## config.mk

```make
export PLATFORM = sky130hd
export DESIGN_NAME = eller_maze_row_generator_top
export DESIGN_NICKNAME = d
export VERILOG_FILES = /design/src/rtl/emrg_pkg.sv /design/src/rtl/emrg_label_bank.sv /design/src/rtl/emrg_seq.sv /design/src/rtl/eller_maze_row_generator_top.sv
export SDC_FILE = /design/constraint.sdc
export NUM_CORES = 2
export LEC_CHECK = 0
export BUFFER_PORTS_ARGS = -buffer_cell sky130_fd_sc_hd__buf_4
export CORE_MARGIN = 10
export CORE_UTILIZATION = 32
export CTS_CLUSTER_DIAMETER = 80
export DETAILED_ROUTE_END_ITERATION = 10
export GPL_ROUTABILITY_DRIVEN = 0
export PLACE_DENSITY = 0.47
export REMOVE_ABC_BUFFERS = 1
export SLEW_MARGIN = 40
export SYNTH_ARGS = -nofsm -noshare
export SYNTH_HDL_FRONTEND = slang
export SYNTH_SLANG_ARGS = --single-unit
```

## constraint.sdc

```tcl
create_clock -name clk -period 74.7 [get_ports clk]
set_clock_uncertainty 0.05 [all_clocks]
set_input_delay 14.94 -clock clk [delete_from_list [all_inputs] [get_ports clk]]
set_output_delay 14.94 -clock clk [all_outputs]
set_load 0.02 [all_outputs]
```

## src/rtl/emrg_pkg.sv

```systemverilog
`timescale 1ns / 1ps
// ----------------------------------------------------------------------------
// emrg_pkg
// Shared constants, register indexes and control types of the maze row
// generator.
// ----------------------------------------------------------------------------
package emrg_pkg;

  // field widths fixed by the interface
  localparam int COIN_W    = 64;
  localparam int CFG_W     = 7;
  localparam int CFG_IDX_W = 8;
  localparam int ROWNUM_W  = 6;
  localparam int LABEL_W   = 13;

  // default parameter values
  localparam int DEF_MAX_COLUMNS = 64;
  localparam int DEF_MAX_ROWS    = 64;

  // configuration register indexes and reset values
  localparam logic [CFG_IDX_W-1:0] REG_COLUMN_COUNT = CFG_IDX_W'(0);
  localparam logic [CFG_IDX_W-1:0] REG_ROW_COUNT    = CFG_IDX_W'(1);
  localparam logic [CFG_W-1:0]     DEFAULT_COLUMN_COUNT = CFG_W'(16);
  localparam logic [CFG_W-1:0]     DEFAULT_ROW_COUNT    = CFG_W'(16);

  // sequencer to label bank
  typedef struct packed {
    logic               restart;      // load initial labels and column flags
    logic               shift;        // rotate the bank by one column
    logic               merge;        // relabel set of cell 1 into set of cell 0
    logic               set_label;    // write new_label into cell 0
    logic               set_wall;     // mark cell 0 as bottom-walled
    logic               clear_walls;  // open all bottoms for a new row
    logic [LABEL_W-1:0] new_label;
  } emrg_bank_ctrl_t;

  // label bank to sequencer
  typedef struct packed {
    logic eq01;  // cell 0 and cell 1 share a set
    logic mate;  // another open cell shares the set of cell 0
  } emrg_bank_stat_t;

endpackage

```

## src/rtl/emrg_label_bank.sv

```systemverilog
`timescale 1ns / 1ps
// ----------------------------------------------------------------------------
// emrg_label_bank
// Rotating bank of per-column set labels with a broadcast compare. Cell 0
// always holds the column under work; every step rotates the bank by one.
// ----------------------------------------------------------------------------
module emrg_label_bank import emrg_pkg::*; #(
  parameter int MAX_COLUMNS = DEF_MAX_COLUMNS,
  parameter int NCOL_W      = $clog2(MAX_COLUMNS + 1)
) (
  input  logic            clk,
  input  emrg_bank_ctrl_t ctrl,
  input  logic [NCOL_W-1:0] restart_ncol,
  output emrg_bank_stat_t stat
);

  logic [LABEL_W-1:0]     labels     [MAX_COLUMNS];
  logic [LABEL_W-1:0]     lab_upd    [MAX_COLUMNS];
  logic [MAX_COLUMNS-1:0] used;
  logic [MAX_COLUMNS-1:0] walled;
  logic [MAX_COLUMNS-1:0] walled_upd;
  logic                   mate;

  // parallel compare against cell 0 and cell 1
  always_comb begin
    mate = 1'b0;
    for (int k = 1; k < MAX_COLUMNS; k++) begin
      if (used[k] && !walled[k] && (labels[k] == labels[0])) begin
        mate = 1'b1;
      end
    end
  end

  assign stat.eq01 = (labels[0] == labels[1]);
  assign stat.mate = mate;

  // merge and cell 0 writes, applied before rotation
  always_comb begin
    for (int k = 0; k < MAX_COLUMNS; k++) begin
      if (ctrl.merge && used[k] && (labels[k] == labels[1])) begin
        lab_upd[k] = labels[0];
      end else begin
        lab_upd[k] = labels[k];
      end
    end
    if (ctrl.set_label) begin
      lab_upd[0] = ctrl.new_label;
    end
    walled_upd    = walled;
    walled_upd[0] = walled[0] | ctrl.set_wall;
  end

  // label, in-use and wall flags
  always_ff @(posedge clk) begin
    if (ctrl.restart) begin
      for (int k = 0; k < MAX_COLUMNS; k++) begin
        labels[k] <= LABEL_W'(k + 1);
        used[k]   <= (NCOL_W'(k) < restart_ncol);
      end
      walled <= '0;
    end else if (ctrl.clear_walls) begin
      walled <= '0;
    end else if (ctrl.shift) begin
      for (int k = 0; k < MAX_COLUMNS; k++) begin
        if (k == MAX_COLUMNS - 1) begin
          labels[k] <= lab_upd[0];
          used[k]   <= used[0];
          walled[k] <= walled_upd[0];
        end else begin
          labels[k] <= lab_upd[k+1];
          used[k]   <= used[k+1];
          walled[k] <= walled_upd[k+1];
        end
      end
    end
  end

endmodule

```

## src/rtl/emrg_seq.sv

```systemverilog
`timescale 1ns / 1ps
// ----------------------------------------------------------------------------
// emrg_seq
// Pass sequencer: configuration registers, coin and wall shift registers,
// fresh-label and row counters, and the output register.
// ----------------------------------------------------------------------------
module emrg_seq import emrg_pkg::*; #(
  parameter int MAX_COLUMNS = DEF_MAX_COLUMNS,
  parameter int MAX_ROWS    = DEF_MAX_ROWS,
  parameter int NCOL_W      = $clog2(MAX_COLUMNS + 1)
) (
  input  logic                  clk,
  input  logic                  rst,
  input  logic                  cfg_valid,
  output logic                  cfg_ready,
  input  logic [CFG_IDX_W-1:0]  cfg_index,
  input  logic [CFG_W-1:0]      cfg_data,
  input  logic                  in_valid,
  output logic                  in_ready,
  input  logic [COIN_W-1:0]     right_coins,
  input  logic [COIN_W-1:0]     down_coins,
  output logic                  out_valid,
  input  logic                  out_ready,
  output logic [COIN_W-1:0]     right_walls,
  output logic [COIN_W-1:0]     bottom_walls,
  output logic [ROWNUM_W-1:0]   row_number,
  output logic                  last_row,
  output emrg_bank_ctrl_t       ctrl,
  output logic [NCOL_W-1:0]     restart_ncol,
  input  emrg_bank_stat_t       stat
);

  localparam int STEP_W = (MAX_COLUMNS > 1) ? $clog2(MAX_COLUMNS) : 1;
  localparam int ROW_W  = (MAX_ROWS > 1) ? $clog2(MAX_ROWS) : 1;
  localparam int NROW_W = $clog2(MAX_ROWS + 1);

  localparam logic [2:0] ST_IDLE   = 3'd0;
  localparam logic [2:0] ST_RIGHT  = 3'd1;
  localparam logic [2:0] ST_BOTTOM = 3'd2;
  localparam logic [2:0] ST_LAST   = 3'd3;
  localparam logic [2:0] ST_DONE   = 3'd4;

  logic [2:0]             state;
  logic [2:0]             state_next;
  logic [STEP_W-1:0]      step;
  logic [MAX_COLUMNS-1:0] rc_sh;
  logic [MAX_COLUMNS-1:0] dc_sh;
  logic [MAX_COLUMNS-1:0] rw_sh;
  logic [MAX_COLUMNS-1:0] bw_sh;
  logic [LABEL_W-1:0]     next_label;
  logic [ROW_W-1:0]       current_row;
  logic [CFG_W-1:0]       col_count;
  logic [CFG_W-1:0]       row_count;
  logic [CFG_W-1:0]       col_count_next;
  logic                   last_item;

  logic [NCOL_W-1:0]      ncol;
  logic [NROW_W-1:0]      nrow;
  logic [NCOL_W-1:0]      step_ext;
  logic [NCOL_W-1:0]      step_p1;
  logic                   pair;
  logic                   used_col;
  logic                   edge_col;
  logic                   last_step;
  logic                   last_calc;
  logic                   cfg_hit;
  logic                   in_fire;
  logic                   load_out;
  logic                   restart_any;
  logic                   wall_bit;
  logic [LABEL_W-1:0]     label_inc;

  // effective column and row counts
  always_comb begin
    if (col_count == '0) begin
      ncol = NCOL_W'(1);
    end else if (int'(col_count) > MAX_COLUMNS) begin
      ncol = NCOL_W'(MAX_COLUMNS);
    end else begin
      ncol = NCOL_W'(col_count);
    end
    if (row_count == '0) begin
      nrow = NROW_W'(1);
    end else if (int'(row_count) > MAX_ROWS) begin
      nrow = NROW_W'(MAX_ROWS);
    end else begin
      nrow = NROW_W'(row_count);
    end
  end

  // column count seen by a restart in this cycle
  always_comb begin
    if (rst) begin
      col_count_next = DEFAULT_COLUMN_COUNT;
    end else if (cfg_valid && (cfg_index == REG_COLUMN_COUNT)) begin
      col_count_next = cfg_data;
    end else begin
      col_count_next = col_count;
    end
    if (col_count_next == '0) begin
      restart_ncol = NCOL_W'(1);
    end else if (int'(col_count_next) > MAX_COLUMNS) begin
      restart_ncol = NCOL_W'(MAX_COLUMNS);
    end else begin
      restart_ncol = NCOL_W'(col_count_next);
    end
  end

  assign cfg_ready = 1'b1;
  assign cfg_hit   = cfg_valid &&
                     ((cfg_index == REG_COLUMN_COUNT) || (cfg_index == REG_ROW_COUNT));
  assign in_ready  = (state == ST_IDLE);
  assign in_fire   = in_valid && in_ready;
  assign load_out  = (state == ST_DONE) && (!out_valid || out_ready);

  assign step_ext  = NCOL_W'(step);
  assign step_p1   = step_ext + NCOL_W'(1);
  assign pair      = (step_p1 < ncol);
  assign used_col  = (step_ext < ncol);
  assign edge_col  = (step_p1 == ncol);
  assign last_step = (step == STEP_W'(MAX_COLUMNS - 1));
  assign last_calc = ((int'(current_row) + 1) >= int'(nrow));
  assign label_inc = next_label + LABEL_W'(1);

  assign restart_any = rst || cfg_hit || (load_out && last_item);

  // per-step control of the label bank
  always_comb begin
    ctrl           = '0;
    ctrl.restart   = restart_any;
    ctrl.new_label = label_inc;
    wall_bit       = 1'b0;
    state_next     = state;
    unique case (state)
      ST_IDLE: begin
        ctrl.clear_walls = in_fire;
        if (in_fire) begin
          state_next = ST_RIGHT;
        end
      end
      ST_RIGHT: begin
        ctrl.shift = 1'b1;
        if (pair) begin
          wall_bit   = rc_sh[0] || stat.eq01;
          ctrl.merge = !wall_bit;
        end else begin
          wall_bit = edge_col;
        end
        if (last_step) begin
          state_next = ST_BOTTOM;
        end
      end
      ST_BOTTOM: begin
        ctrl.shift = 1'b1;
        wall_bit   = used_col && (last_item || (dc_sh[0] && stat.mate));
        ctrl.set_label = wall_bit && !last_item;
        ctrl.set_wall  = wall_bit && !last_item;
        if (last_step) begin
          state_next = last_item ? ST_LAST : ST_DONE;
        end
      end
      ST_LAST: begin
        ctrl.shift = 1'b1;
        ctrl.merge = pair && !stat.eq01;
        wall_bit   = ctrl.merge ? 1'b0 : rw_sh[0];
        if (last_step) begin
          state_next = ST_DONE;
        end
      end
      ST_DONE: begin
        if (load_out) begin
          state_next = ST_IDLE;
        end
      end
      default: begin
        state_next = ST_IDLE;
      end
    endcase
  end

  // sequencer, counters and shift registers
  always_ff @(posedge clk) begin
    if (rst) begin
      state       <= ST_IDLE;
      step        <= '0;
      col_count   <= DEFAULT_COLUMN_COUNT;
      row_count   <= DEFAULT_ROW_COUNT;
      next_label  <= LABEL_W'(restart_ncol) + LABEL_W'(1);
      current_row <= '0;
      last_item   <= 1'b0;
      out_valid   <= 1'b0;
    end else begin
      state <= state_next;

      // step counter wraps at the end of each pass
      if (in_fire || last_step) begin
        step <= '0;
      end else if (state != ST_IDLE && state != ST_DONE) begin
        step <= step + STEP_W'(1);
      end

      if (in_fire) begin
        rc_sh     <= right_coins[MAX_COLUMNS-1:0];
        dc_sh     <= down_coins[MAX_COLUMNS-1:0];
        last_item <= last_calc;
      end

      unique case (state)
        ST_RIGHT: begin
          rc_sh <= rc_sh >> 1;
          rw_sh <= {wall_bit, rw_sh[MAX_COLUMNS-1:1]};
        end
        ST_BOTTOM: begin
          dc_sh <= dc_sh >> 1;
          bw_sh <= {wall_bit, bw_sh[MAX_COLUMNS-1:1]};
          if (ctrl.set_label) begin
            next_label <= label_inc;
          end
        end
        ST_LAST: begin
          rw_sh <= {wall_bit, rw_sh[MAX_COLUMNS-1:1]};
        end
        ST_IDLE, ST_DONE: begin
        end
        default: begin
        end
      endcase

      // output register
      if (load_out) begin
        out_valid    <= 1'b1;
        right_walls  <= COIN_W'(rw_sh);
        bottom_walls <= COIN_W'(bw_sh);
        row_number   <= ROWNUM_W'(current_row);
        last_row     <= last_item;
        if (!last_item) begin
          current_row <= current_row + ROW_W'(1);
        end
      end else if (out_ready) begin
        out_valid <= 1'b0;
      end

      // configuration writes
      if (cfg_valid && (cfg_index == REG_COLUMN_COUNT)) begin
        col_count <= cfg_data;
      end
      if (cfg_valid && (cfg_index == REG_ROW_COUNT)) begin
        row_count <= cfg_data;
      end

      // new maze after a register write or after the final row
      if (cfg_hit || (load_out && last_item)) begin
        next_label  <= LABEL_W'(restart_ncol) + LABEL_W'(1);
        current_row <= '0;
      end
    end
  end

endmodule

```

## src/rtl/eller_maze_row_generator_top.sv

```systemverilog
`timescale 1ns / 1ps
// ----------------------------------------------------------------------------
// eller_maze_row_generator_top
// Maze row generator using set merging, one row per input transaction.
// ----------------------------------------------------------------------------
// Each input transaction carries the right and bottom coin bits of one row and
// produces one output transaction with that row's walls. The per-column set
// labels sit in a bank that rotates by one column per cycle, so every pass
// walks all MAX_COLUMNS columns with one parallel label compare per cycle:
// a right-wall pass and a bottom-wall pass (with fresh labels) make up each
// row, and the final row adds a closing merge pass. The input is not ready
// while a row is in progress; a finished row waits in the output register
// while the next row is accepted. A configuration write restarts the maze.
// ----------------------------------------------------------------------------
module eller_maze_row_generator_top import emrg_pkg::*; #(
  parameter int MAX_COLUMNS = DEF_MAX_COLUMNS,
  parameter int MAX_ROWS    = DEF_MAX_ROWS
) (
  input  logic                 clk,
  input  logic                 rst,
  input  logic                 cfg_valid,
  output logic                 cfg_ready,
  input  logic [CFG_IDX_W-1:0] cfg_index,
  input  logic [CFG_W-1:0]     cfg_data,
  input  logic                 in_valid,
  output logic                 in_ready,
  input  logic [COIN_W-1:0]    right_coins,
  input  logic [COIN_W-1:0]    down_coins,
  output logic                 out_valid,
  input  logic                 out_ready,
  output logic [COIN_W-1:0]    right_walls,
  output logic [COIN_W-1:0]    bottom_walls,
  output logic [ROWNUM_W-1:0]  row_number,
  output logic                 last_row
);

  localparam int NCOL_W = $clog2(MAX_COLUMNS + 1);

  emrg_bank_ctrl_t   ctrl;
  emrg_bank_stat_t   stat;
  logic [NCOL_W-1:0] restart_ncol;

  // pass sequencer
  emrg_seq #(
    .MAX_COLUMNS (MAX_COLUMNS),
    .MAX_ROWS    (MAX_ROWS),
    .NCOL_W      (NCOL_W)
  ) u_seq (
    .clk          (clk),
    .rst          (rst),
    .cfg_valid    (cfg_valid),
    .cfg_ready    (cfg_ready),
    .cfg_index    (cfg_index),
    .cfg_data     (cfg_data),
    .in_valid     (in_valid),
    .in_ready     (in_ready),
    .right_coins  (right_coins),
    .down_coins   (down_coins),
    .out_valid    (out_valid),
    .out_ready    (out_ready),
    .right_walls  (right_walls),
    .bottom_walls (bottom_walls),
    .row_number   (row_number),
    .last_row     (last_row),
    .ctrl         (ctrl),
    .restart_ncol (restart_ncol),
    .stat         (stat)
  );

  // rotating set-label bank
  emrg_label_bank #(
    .MAX_COLUMNS (MAX_COLUMNS),
    .NCOL_W      (NCOL_W)
  ) u_bank (
    .clk          (clk),
    .ctrl         (ctrl),
    .restart_ncol (restart_ncol),
    .stat         (stat)
  );

endmodule

```

==> results.toml <==
[worst_setup_path]
crit_start = "cfg_index[1]"
crit_fanout = 80
critPathRequiredTime_ps = 75080
timing.rr.start = "u_seq.state[0]"
start_kind = "input port"
path_class = "input port to flip-flop"
r2r.worst_path.cells = 10
crit_path_end_kind = "flip-flop"
cp.arrival_ps = 20030

[global_route]
antenna_found_initial = 14
grt_util_all_layers_pct = 19.5
grt_pass1_vias = 53900
grt_max_degree = 86
grt-ovfl-total = 0
grt_pass1_wl_mm = 390

[yosys]
synth.cell_area_um2 = 78400
synth_top_area_share_pct = 49.8
ys_ff_latch = 1395
synth_area_leaders = "edfxtp_1 50%, xor2_1 17%, mux2i_1 11%, nor2_1 3.4%, nor4_1 2.9%"
ys.flop_type = "edfxtp_1"
synth_seq_area_share_pct = 52.2
synth_async_sr_flop_share_pct = 0
synth_cell_types = 76
yosys_warnings = 0
syn_inst = 6642
yosysTopAreaCell = "edfxtp_1"
syn_area_per_cell_um2 = 11.8
synth_edf_count = 1300

[clock_tree]
cts_tree = "yes"
clockBufferDepth = 3
cts_resized = 0
clockRootBuffer = "clkbuf_16"
path_clk_slew_ps = 60
insertion_delay_ps = 830
clkSinkCount = 1395
cts_hold_buf = 0
cts_setup_buffers = 0
h-tree-depth = 4
cts_buffers = 163

[detailed_routing]
postRouteAntennaNets = 0
drt_first_pass_iters = 6
routed_via_density = 5.24
route.detailed.drc = 0
wl_per_cell_um = 26.7
drt_first_iter_violations = 4614
vias = 53000
routed_wl_mm = 270

[floorplanning]
die_area_um2 = 265000
die_h_um = 515
die_w_um = 515
core_area_um2 = 243000
start_util_pct = 32.2
rows = 181
io_pins = 286

[placement]
io_buffers = 284
dp_hpwl_mm = 171
dpl.cell_count = 9792

[timing]
worst_pin_slew_ps = 933
maxSlewHeadroom_pct = 37.8
rsz0062_at_grt = "false"
setup_viol = 0
finalSetupTns_ps = 0
finalMaxSlewViolations = 0
max_freq_mhz = 50.9
finalCritPeriodShare_pct = 26.3
hold_viol = 0
fin_crit_ps = 19650
whs_ps = 373

[final_layout]
instances_no_fill = 10100
drive_gt1_share_pct = 13.1
syn_to_final_growth_pct = 14.0
fin_nets = 6938

[min_path]
hp-class = "flip-flop to flip-flop"
hp-start = "u_seq.bw_sh[0]"
hold_depth = 0

[pwr]
peakVddDrop_v = 0.0000183
powerDensity_nw_per_um2 = 29.6
total_power_mw = 2.64
leakagePower_nw = 38.7

[run]
maxCapViolCount = 0

[status]
status = "complete, no violations"
==> worst max-delay path: stages <==
cell and delay (ps):
buf_4 110, or4_1 720, o22ai_1 640, nor2_4 20
buf_4 300, nand2_8 540, buf_6 640, buf_4 710
buf_6 570, buf_6 620
==> Yosys cell counts (7+ instances only) <==
master    count
nand4_2      24
nor3_1       12
nand3_1      17
a222oi_1      8
o31ai_1       8
nand2_1     410
a31oi_1       9
xor2_1     1492
nor2_1      717
edfxtp_1   1300
nand4_1     126
mux2i_1     824
and3_1       59
a22o_1       14
xnor2_1     129
nor3b_1      58
and2_1       14
or3_1         7
o21ai_0      32
nor4_1      361
o22ai_1      11
mux2_2      131
buf_4        67
a21oi_1     102
ha_1         24
inv_1        39
a21o_1       22
buf_2       158
dfxtp_1      95
clkbuf_1    224
buf_1        51
==> metrics by stage <==
step | setup WS (ps) | util (%) | area (um^2)
2_1_floorplan | 21740 | - | 76000
3_3_place_gp | 53220 | 34.3 | 83500
3_5_place_dp | 54010 | 34.5 | 83900
4_1_cts | 54880 | 36.6 | 89200
5_1_grt | 54770 | 36.7 | 89400
6_report | 55050 | 36.7 | 89400
==> layout make-up <==
type	count	area, um^2
multi-input combinational	4700	35100
fill	23900	154000
clock inverter	75	873
antenna	3	7.51
inverter	43	171
tap	3202	4010
clock buffer	224	4470
sequential	1395	40900
timing repair buffer	463	3830
==> flip-flops by register name, summed over array words and instances (netlist names) <==
signal              cells
u_bank.walled          64
u_bank.used            64
u_seq.bw_sh            64
u_seq.state             3
u_seq.col_count         7
u_seq.last_item         1
u_seq.last_row          1
u_seq.next_label       13
u_seq.step              6
u_seq.out_valid         1
u_seq.rw_sh            64
u_bank.labels         832
u_seq.row_number        6
u_seq.rc_sh            64
u_seq.right_walls      64
u_seq.row_count         7
u_seq.bottom_walls     64
u_seq.dc_sh            64
u_seq.current_row       6
==> routing by layer <==
metal | up-vias | GRT usage, % | part of all wire [%]
met5 | - | 0 | 0.037
met4 | 12 | 6.03 | 3.3
met3 | 418 | 3.84 | 6.4
met2 | 1720 | 31.2 | 45
met1 | 27100 | 26.7 | 45
li1 | 23800 | - | -
==> power breakdown <==
part / internal, mW / total, mW / leakage (nW) / switching, mW
logic: 0.238 / 0.686 / 22.5 / 0.448
registers: 1.01 / 1.15 / 13.6 / 0.139
clock network: 0.467 / 0.811 / 2.60 / 0.345
total: 1.71 / 2.64 / 38.7 / 0.931
==> cell families (layout without fill, tap and decap cells) <==
| kind of cell | Yosys count | count (layout) | share of synthesized area [%] |
|---|---|---|---|
| buf+inv | 547 | 805 | 3.24 |
| simple gates | 1849 | 1849 | 11.6 |
| other cells | 1 | 4 | 0.00478 |
| xor+xnor | 1621 | 1621 | 18.1 |
| mux | 956 | 956 | 12.4 |
| compound gates | 249 | 249 | 2.04 |
| flops | 1395 | 1395 | 52.2 |
| fa+ha+maj | 24 | 24 | 0.383 |
==> path summary, 6_finish.rpt <==
path         slack, ps                     to
max              55050   u_bank.labels[0][65]
min                370  u_seq.bottom_walls[0]
max reg2reg      68560   u_bank.labels[0][65]
min reg2reg        370  u_seq.bottom_walls[0]
==> cells in the final DEF, fill, tap and decap left out, types with 9 or more instances in the layout <==
master,n
nand3_1,17
edfxtp_1,1300
a31oi_1,9
a21oi_1,102
clkbuf_1,46
clkinv_1,21
xor2_1,1492
nor4_1,361
xnor2_1,129
o21ai_0,31
nor2_1,708
nand4_2,24
and3_1,59
mux2_2,131
nor3b_1,58
clkbuf_8,14
bufinv_16,13
and2_1,14
nand2_1,406
buf_4,402
mux2i_1,824
a22o_1,14
nand4_1,126
clkbuf_16,164
a21o_1,22
buf_6,47
dfxtp_1,95
nor2_4,13
clkinv_2,21
o22ai_1,11
inv_1,39
ha_1,24
buf_12,14
nor3_1,9
(Power assumes the default switching activity.)
